$ cat src/sv/deq_pkg.sv
`timescale 1ns / 1ps

package deq_pkg;

   // Default geometry of the store
   localparam int DEPTH_DEFAULT      = 64;
   localparam int DATA_WIDTH_DEFAULT = 32;

   // Operation codes carried in the kind field
   localparam logic [2:0] KIND_PUSH_BACK  = 3'd0;
   localparam logic [2:0] KIND_PUSH_FRONT = 3'd1;
   localparam logic [2:0] KIND_LIST_ALL   = 3'd2;
   localparam logic [2:0] KIND_POP_FRONT  = 3'd3;
   localparam logic [2:0] KIND_POP_BACK   = 3'd4;

   // Status codes
   localparam logic [1:0] STATUS_OK    = 2'd0;
   localparam logic [1:0] STATUS_EMPTY = 2'd1;
   localparam logic [1:0] STATUS_FULL  = 2'd2;

   typedef struct packed {
      logic [2:0]         kind;
      logic signed [31:0] value;
   } req_type;

   typedef struct packed {
      logic signed [31:0] value_res;
      logic [1:0]         status;
      logic               last;
   } rsp_type;

endpackage

$ cat src/sv/deq_store.sv
`timescale 1ns / 1ps

module deq_store #(
   parameter int DEPTH      = deq_pkg::DEPTH_DEFAULT,
   parameter int DATA_WIDTH = deq_pkg::DATA_WIDTH_DEFAULT,
   parameter int IDX_W      = (DEPTH > 1) ? $clog2(DEPTH) : 1
) (
   input  logic                         clock,
   input  logic                         wr_en,
   input  logic [IDX_W-1:0]             wr_addr,
   input  logic signed [DATA_WIDTH-1:0] wr_data,
   input  logic                         rd_en,
   input  logic [IDX_W-1:0]             rd_addr,
   output logic signed [DATA_WIDTH-1:0] rd_data
);
   import deq_pkg::*;

   logic signed [DATA_WIDTH-1:0] mem [DEPTH];
   logic signed [DATA_WIDTH-1:0] rd_data_ff;

   always_ff @(posedge clock) begin
      if (wr_en) begin
         mem[wr_addr] <= wr_data;
      end
   end

   // hold the last read word until the next read
   always_ff @(posedge clock) begin
      if (rd_en) begin
         rd_data_ff <= mem[rd_addr];
      end
   end

   assign rd_data = rd_data_ff;

endmodule

$ cat src/sv/double_ended_queue_unit.sv
`timescale 1ns / 1ps

// Bounded double-ended queue of signed words kept in a ring store of DEPTH
// entries held in one synchronous memory (one write and one read port, read
// data registered). Each request word performs one operation: push at the
// back, push at the front, list all entries from front to back, pop from the
// front or pop from the back. Pushes, error cases (push when full, pop or
// list when empty) and unknown kinds load their result word at the accepting
// edge, so the next request can follow at once while rsp_stall is low. A pop
// stalls the input while the memory is read; its word passes through the
// memory's read register before the result register, later than a push's. A
// list of N entries stalls the input while it issues the first read and then
// one read per cycle while the read data moves out; its N result words follow
// in order with last set on the final one. rsp_stall can hold any of these
// steps. req_stall is high while a pop or list is in progress, and while the
// result register is full and stalled.
// Entries are not cleared at reset; only written entries are ever read back.
module double_ended_queue_unit #(
   parameter int DEPTH      = deq_pkg::DEPTH_DEFAULT,
   parameter int DATA_WIDTH = deq_pkg::DATA_WIDTH_DEFAULT
) (
   input  logic             clock,
   input  logic             reset,
   input  logic             req_valid,
   output logic             req_stall,
   input  deq_pkg::req_type req_data,
   output logic             rsp_valid,
   input  logic             rsp_stall,
   output deq_pkg::rsp_type rsp_data
);
   import deq_pkg::*;

   localparam int IDX_W = (DEPTH > 1) ? $clog2(DEPTH) : 1;
   localparam int CNT_W = $clog2(DEPTH + 1);
   localparam int SUM_W = IDX_W + 1;

   localparam logic [IDX_W-1:0] LAST_SLOT = IDX_W'(DEPTH - 1);
   localparam logic [CNT_W-1:0] FULL_CNT  = CNT_W'(DEPTH);
   localparam logic [SUM_W-1:0] DEPTH_SUM = SUM_W'(DEPTH);

   // ring pointer and fill level
   logic [IDX_W-1:0] front_ff, front_in;
   logic [CNT_W-1:0] occ_ff, occ_in;

   // pop or list in progress
   logic             busy_ff, busy_in;
   logic [CNT_W-1:0] left_ff, left_in;
   logic [IDX_W-1:0] ptr_ff, ptr_in;

   // memory read data is waiting to be moved to the result register
   logic             rd_valid_ff, rd_valid_in;
   logic             rd_last_ff, rd_last_in;

   // result register
   logic             out_valid_ff, out_valid_in;
   rsp_type          out_ff, out_in;

   // memory port
   logic                         wr_en;
   logic [IDX_W-1:0]             wr_addr;
   logic signed [DATA_WIDTH-1:0] wr_data;
   logic                         rd_en;
   logic [IDX_W-1:0]             rd_addr;
   logic signed [DATA_WIDTH-1:0] rd_data;

   logic             out_free;
   logic             accept;
   logic             consume;
   logic             issue;
   logic             is_full;
   logic             is_empty;
   logic [SUM_W-1:0] tail_sum;
   logic [SUM_W-1:0] back_sum;
   logic [IDX_W-1:0] tail_slot;
   logic [IDX_W-1:0] back_slot;
   logic [IDX_W-1:0] front_dec;
   logic [IDX_W-1:0] front_inc;
   logic [IDX_W-1:0] ptr_inc;

   deq_store #(
      .DEPTH      (DEPTH),
      .DATA_WIDTH (DATA_WIDTH),
      .IDX_W      (IDX_W)
   ) u_store (
      .clock   (clock),
      .wr_en   (wr_en),
      .wr_addr (wr_addr),
      .wr_data (wr_data),
      .rd_en   (rd_en),
      .rd_addr (rd_addr),
      .rd_data (rd_data)
   );

   // the result register can take a word when empty or being drained
   assign out_free  = !out_valid_ff || !rsp_stall;
   assign req_stall = busy_ff || !out_free;
   assign accept    = req_valid && !req_stall;

   // move read data out; issue the next list read once the data slot clears
   assign consume = rd_valid_ff && out_free;
   assign issue   = busy_ff && (left_ff != '0) && (!rd_valid_ff || consume);

   assign is_full  = (occ_ff == FULL_CNT);
   assign is_empty = (occ_ff == '0);

   // ring arithmetic: sums stay below twice the depth, so one subtract wraps
   always_comb begin
      tail_sum  = {1'b0, front_ff} + SUM_W'(occ_ff);
      back_sum  = tail_sum - SUM_W'(1);
      tail_slot = (tail_sum >= DEPTH_SUM) ? IDX_W'(tail_sum - DEPTH_SUM)
                                          : IDX_W'(tail_sum);
      back_slot = (back_sum >= DEPTH_SUM) ? IDX_W'(back_sum - DEPTH_SUM)
                                          : IDX_W'(back_sum);
      front_dec = (front_ff == '0) ? LAST_SLOT : front_ff - IDX_W'(1);
      front_inc = (front_ff == LAST_SLOT) ? '0 : front_ff + IDX_W'(1);
      ptr_inc   = (ptr_ff == LAST_SLOT) ? '0 : ptr_ff + IDX_W'(1);
   end

   // keep the low DATA_WIDTH bits of the pushed word, sign-extending if wider
   assign wr_data = DATA_WIDTH'(req_data.value);

   always_comb begin
      front_in     = front_ff;
      occ_in       = occ_ff;
      busy_in      = busy_ff;
      left_in      = left_ff;
      ptr_in       = ptr_ff;
      rd_valid_in  = rd_valid_ff;
      rd_last_in   = rd_last_ff;
      out_valid_in = out_valid_ff;
      out_in       = out_ff;
      wr_en        = 1'b0;
      wr_addr      = tail_slot;
      rd_en        = 1'b0;
      rd_addr      = ptr_ff;

      // drop the result word once taken
      if (out_valid_ff && !rsp_stall) begin
         out_valid_in = 1'b0;
      end

      // advance read data into the result register
      if (consume) begin
         rd_valid_in         = 1'b0;
         out_valid_in        = 1'b1;
         out_in.value_res    = 32'(rd_data);
         out_in.status       = STATUS_OK;
         out_in.last         = rd_last_ff;
         if (left_ff == '0) begin
            busy_in = 1'b0;
         end
      end

      // stream the list: one read per cycle while the read data keeps moving out
      if (issue) begin
         rd_en       = 1'b1;
         rd_addr     = ptr_ff;
         ptr_in      = ptr_inc;
         left_in     = left_ff - CNT_W'(1);
         rd_valid_in = 1'b1;
         rd_last_in  = (left_ff == CNT_W'(1));
      end

      if (accept) begin
         // default immediate answer; overridden for reads below
         out_valid_in     = 1'b1;
         out_in.value_res = '0;
         out_in.status    = STATUS_OK;
         out_in.last      = 1'b1;
         case (req_data.kind)
            KIND_PUSH_BACK: begin
               if (is_full) begin
                  out_in.status = STATUS_FULL;
               end else begin
                  wr_en   = 1'b1;
                  wr_addr = tail_slot;
                  occ_in  = occ_ff + CNT_W'(1);
               end
            end
            KIND_PUSH_FRONT: begin
               if (is_full) begin
                  out_in.status = STATUS_FULL;
               end else begin
                  wr_en    = 1'b1;
                  wr_addr  = front_dec;
                  front_in = front_dec;
                  occ_in   = occ_ff + CNT_W'(1);
               end
            end
            KIND_LIST_ALL: begin
               if (is_empty) begin
                  out_in.status = STATUS_EMPTY;
               end else begin
                  out_valid_in = 1'b0;
                  busy_in      = 1'b1;
                  left_in      = occ_ff;
                  ptr_in       = front_ff;
               end
            end
            KIND_POP_FRONT: begin
               if (is_empty) begin
                  out_in.status = STATUS_EMPTY;
               end else begin
                  out_valid_in = 1'b0;
                  rd_en        = 1'b1;
                  rd_addr      = front_ff;
                  rd_valid_in  = 1'b1;
                  rd_last_in   = 1'b1;
                  busy_in      = 1'b1;
                  left_in      = '0;
                  front_in     = front_inc;
                  occ_in       = occ_ff - CNT_W'(1);
               end
            end
            KIND_POP_BACK: begin
               if (is_empty) begin
                  out_in.status = STATUS_EMPTY;
               end else begin
                  out_valid_in = 1'b0;
                  rd_en        = 1'b1;
                  rd_addr      = back_slot;
                  rd_valid_in  = 1'b1;
                  rd_last_in   = 1'b1;
                  busy_in      = 1'b1;
                  left_in      = '0;
                  occ_in       = occ_ff - CNT_W'(1);
               end
            end
            default: begin
               // unknown kind: no operation, plain OK word
               out_in.status = STATUS_OK;
            end
         endcase
      end
   end

   always_ff @(posedge clock) begin
      if (reset) begin
         front_ff     <= '0;
         occ_ff       <= '0;
         busy_ff      <= 1'b0;
         left_ff      <= '0;
         rd_valid_ff  <= 1'b0;
         out_valid_ff <= 1'b0;
      end else begin
         front_ff     <= front_in;
         occ_ff       <= occ_in;
         busy_ff      <= busy_in;
         left_ff      <= left_in;
         rd_valid_ff  <= rd_valid_in;
         out_valid_ff <= out_valid_in;
      end
      ptr_ff     <= ptr_in;
      rd_last_ff <= rd_last_in;
      out_ff     <= out_in;
   end

   assign rsp_valid = out_valid_ff;
   assign rsp_data  = out_ff;

endmodule

$ cat config.mk
export PLATFORM = sky130hd
export DESIGN_NAME = double_ended_queue_unit
export DESIGN_NICKNAME = d
export VERILOG_FILES = /design/src/sv/deq_pkg.sv /design/src/sv/deq_store.sv /design/src/sv/double_ended_queue_unit.sv
export SDC_FILE = /design/constraint.sdc
export NUM_CORES = 2
export LEC_CHECK = 0
export ABC_AREA = 1
export ABC_CLOCK_PERIOD_IN_PS = 4900
export BUFFER_PORTS_ARGS = -buffer_cell sky130_fd_sc_hd__buf_2
export CORE_MARGIN = 2
export CORE_UTILIZATION = 29
export DETAILED_ROUTE_END_ITERATION = 8
export GPL_TIMING_DRIVEN = 0
export PLACE_DENSITY_LB_ADDON = 0.3
export SETUP_SLACK_MARGIN = 0.02
export SYNTH_ARGS = -nofsm -noshare
export SYNTH_HDL_FRONTEND = slang
export SYNTH_SLANG_ARGS = --single-unit
$ cat constraint.sdc
create_clock -name clock -period 4.9 [get_ports clock]
set_clock_uncertainty 0.1 [all_clocks]
set_input_delay 0.49 -clock clock [delete_from_list [all_inputs] [get_ports clock]]
set_output_delay 0.49 -clock clock [all_outputs]
set_load 0.05 [all_outputs]
==> flow_summary.ini <==
[outcome]
status = finished, violations left
violations = design-rule violations, negative setup slack

[final_layout]
syn_to_final_growth_pct = 17.64
finalNetCount = 8992
post-route-cell-area_um2 = 111100
fillers = 32016
drive_gt1_share_pct = 11.30

[die]
chipHeight_um = 574.6
effective_utilization_at_floorplan_pct = 29.14
die_w_um = 574.6
boundaryPins = 76
design.core.area_um2 = 324000
rows = 209
die_area_um2 = 330200

[global_route]
grt_overflow_total = 0
number_of_antenna_violations_at_the_first_check_in_global_routing = 51
groute.usage.overall_pct = 22.09
grt_start_max_net_pins = 65
vias_in_the_first_global_route = 64494
grt_pass1_wl_um = 511900

[drt]
drc = 2
dr.pass1.iters = 8
drc_violation_total_after_the_first_tritonroute_iteration = 9537
drt-vias-per-instance = 5.128
wl_per_cell_um = 27.90
postRouteWirelength_um = 375800
via_count = 69072
antenna_left = 0

[pwr]
power.total_uw = 58090
pwr_density_cell_nw_per_um2 = 523.0
vdd_drop_max_uv = 317.0
power.static_leakage_uw = 0.04255

[timing]
headroom_to_the_max_slew_limit_pct = 9.144
hold_slack_ps = 40.11
finalMaxSlewViolations = 0
finalCriticalPeriod_ps = 4923
finalHoldViolations = 0
worst_pin_slew_ps = 1363
setup_repair_after_global_routing_missed_its_margin = yes
max_freq_ghz = 0.2031
report.final.setup_viol = 9
layout_worst_path_cycle_share_pct = 100.5
final.setup.worst_slack_ps = -23.24

[setup_path]
setup.worst_path.start_class = flip-flop
path_max_fanout = 23
worst_setup_path_end_kind = flip-flop
cp.required_ps = 5350
worst_ep_arrival_time_ps = 5380
critPathKind = reg2reg

[placed_design]
buffer_ports.inserted = 75
placed_cell_area_um2 = 102700
globalplace.congestion = 1.011
detailedPlacementHpwl_um = 269800

[logic_synthesis]
ys.warnings.count = 0
yosys.cell_count.top_type = sky130_fd_sc_hd__nand3_1
most_area_consuming_cells_after_synthesis = sky130_fd_sc_hd__edfxtp_1, sky130_fd_sc_hd__nand3_1, sky130_fd_sc_hd__nand3b_1
synth_top_area_share_pct = 66.22
synth.avg_cell_area_um2 = 11.14
synthesis.nets = 8536
synth-seq-area-share_pct = 67.55
synth-seq-cells = 2145
postSynth.topFlopCell = sky130_fd_sc_hd__edfxtp_1
ys_top_cells_by_count = sky130_fd_sc_hd__nand3_1, sky130_fd_sc_hd__edfxtp_1, sky130_fd_sc_hd__nand2_1, sky130_fd_sc_hd__inv_1, sky130_fd_sc_hd__nand3b_1
number_of_synthesized_flops_with_an_enable_pin = 2082
asr_flop_ratio_synth_pct = 0
yosysTopAreaCell = sky130_fd_sc_hd__edfxtp_1
synth.lib_cells_used.distinct = 46
postSynthCellCount = 8478
mapped_area_um2 = 94420

[min_path]
worst_hold_path_type = in2reg

[clocking]
clock_root_buffer = sky130_fd_sc_hd__clkbuf_16
cts.path.max_buffers = 4
clk_pin_slew_worst_paths_ps = 60
tritoncts = yes
h_tree_depth = 4
clock_insertion_delay_worst_skew_ps = 930
cts_buffers = 234
cts.sink_count = 2145

[flow_run]
max_cap_viol_count = 0
power by group:
part | internal, uW | total, uW | switching [uW]
Combinational | 4370 | 20100 | 15800
Sequential | 20300 | 20400 | 72.0
Clock | 10000 | 17600 | 7550
metrics by stage:
| step | util (%) | TNS, ps | cells | setup WS [ps] |
|---|---|---|---|---|
| after floorplan | - | 0 | 8478 | 983.8 |
| after global placement | 30.93 | -4282590 | 12878 | -2594 |
| after detailed placement | 31.70 | -29400 | 12969 | -593.7 |
| after CTS | 34.10 | 0 | 13415 | 42.87 |
| after global routing | 34.27 | -26830 | 13451 | -205.7 |
| final | 34.28 | -124.3 | 13470 | -23.24 |
critical path: stages (launching register included):
cell                      delay (ps)
sky130_fd_sc_hd__dfxtp_1         530
sky130_fd_sc_hd__inv_1           120
sky130_fd_sc_hd__nand2_1         100
sky130_fd_sc_hd__nor2_2           70
sky130_fd_sc_hd__nand2_1          80
sky130_fd_sc_hd__nor2_1           50
sky130_fd_sc_hd__nor3_2          140
sky130_fd_sc_hd__inv_1           140
sky130_fd_sc_hd__nor2_2          270
sky130_fd_sc_hd__inv_1           180
sky130_fd_sc_hd__nand2_1          90
sky130_fd_sc_hd__o21ai_1          90
sky130_fd_sc_hd__nor2_1          730
sky130_fd_sc_hd__nand2_1         760
sky130_fd_sc_hd__nor2_4          800
sky130_fd_sc_hd__buf_12          300
layout by cell type, fill, tap and decap left out, drive strengths merged:
cell and count:
xor2 8, nand3b 773, o211ai 2, and2 1, nor2 100, a2bb2oi 1, a211oi 3, xnor2 6
or2 3, nand3 2206, buf 606, nor4 1, a22oi 1, nor3b 2, mux2i 1, o21ai 33
inv 1246, fa 2, nor3 7, bufinv 20, clkinv 110, a22o 32, a31oi 3, nand2 1275
dlygate4sd3 17, clkinvlp 4, o31ai 1, diode 24, a21oi 38, edfxtp 2082, dfxtp 63, clkbuf 445
nand4 6, ha 17, a311oi 1, o22ai 5
layer usage:
metal	share of wire, %	global-route usage [%]
met5	0.019	0
met4	5.5	10.72
met3	10	5.723
met2	44	33.53
met1	41	29.27
cell type report:
cell class / instances / area (um^2) / area share, %
Multi-Input combinational cell: 4528 / 23910 / 21.53
Inverter: 1242 / 4662 / 4.197
Timing Repair Buffer: 220 / 3110 / 2.800
Clock buffer: 285 / 6198 / 5.581
Buffer: 563 / 2676 / 2.410
Sequential cell: 2145 / 63780 / 57.42
Tap cell: 4325 / 5411 / 4.872
Clock inverter: 138 / 1262 / 1.137
Antenna cell: 24 / 60.06 / 0.05407
kinds of logic after synthesis:
group	count (synthesis)	share of synthesized area [%]
simple gates	4374	23.52
xor+xnor	14	0.1299
mux	1	0.01060
flops	2145	67.55
buf+inv	1805	7.702
fa+ha+maj	19	0.2677
compound gates	120	0.8203
sequential cells by signal (all words and copies together), names as in the netlist:
signal           count
rsp_valid            1
left_ff              7
front_ff             6
rd_last_ff           1
ptr_ff               6
occ_ff               7
busy_ff              1
rsp_data            35
u_store.rd_data     32
rd_valid_ff          1
u_store.mem       2048
final timing paths:
kind | from | endpoint | slack (ps) | cells after the start
max | occ_ff[1] | u_store.mem[53][18] | -20 | 15
min | req_data[18] | u_store.mem[63][18] | 40 | 1
max reg2reg | occ_ff[1] | u_store.mem[53][18] | -20 | 15
min reg2reg | rsp_data[8] | rsp_data[8] | 370 | 1
what timing repair did:
item	CTS	global route
endpoints found under the hold margin	239	0
buffers inserted	6	31
gates resized for setup	16	38
endpoints found under the setup margin	496	1144
pin swaps	3	20
hold buffers	17	0
Power figures use the tool's default switching activity.
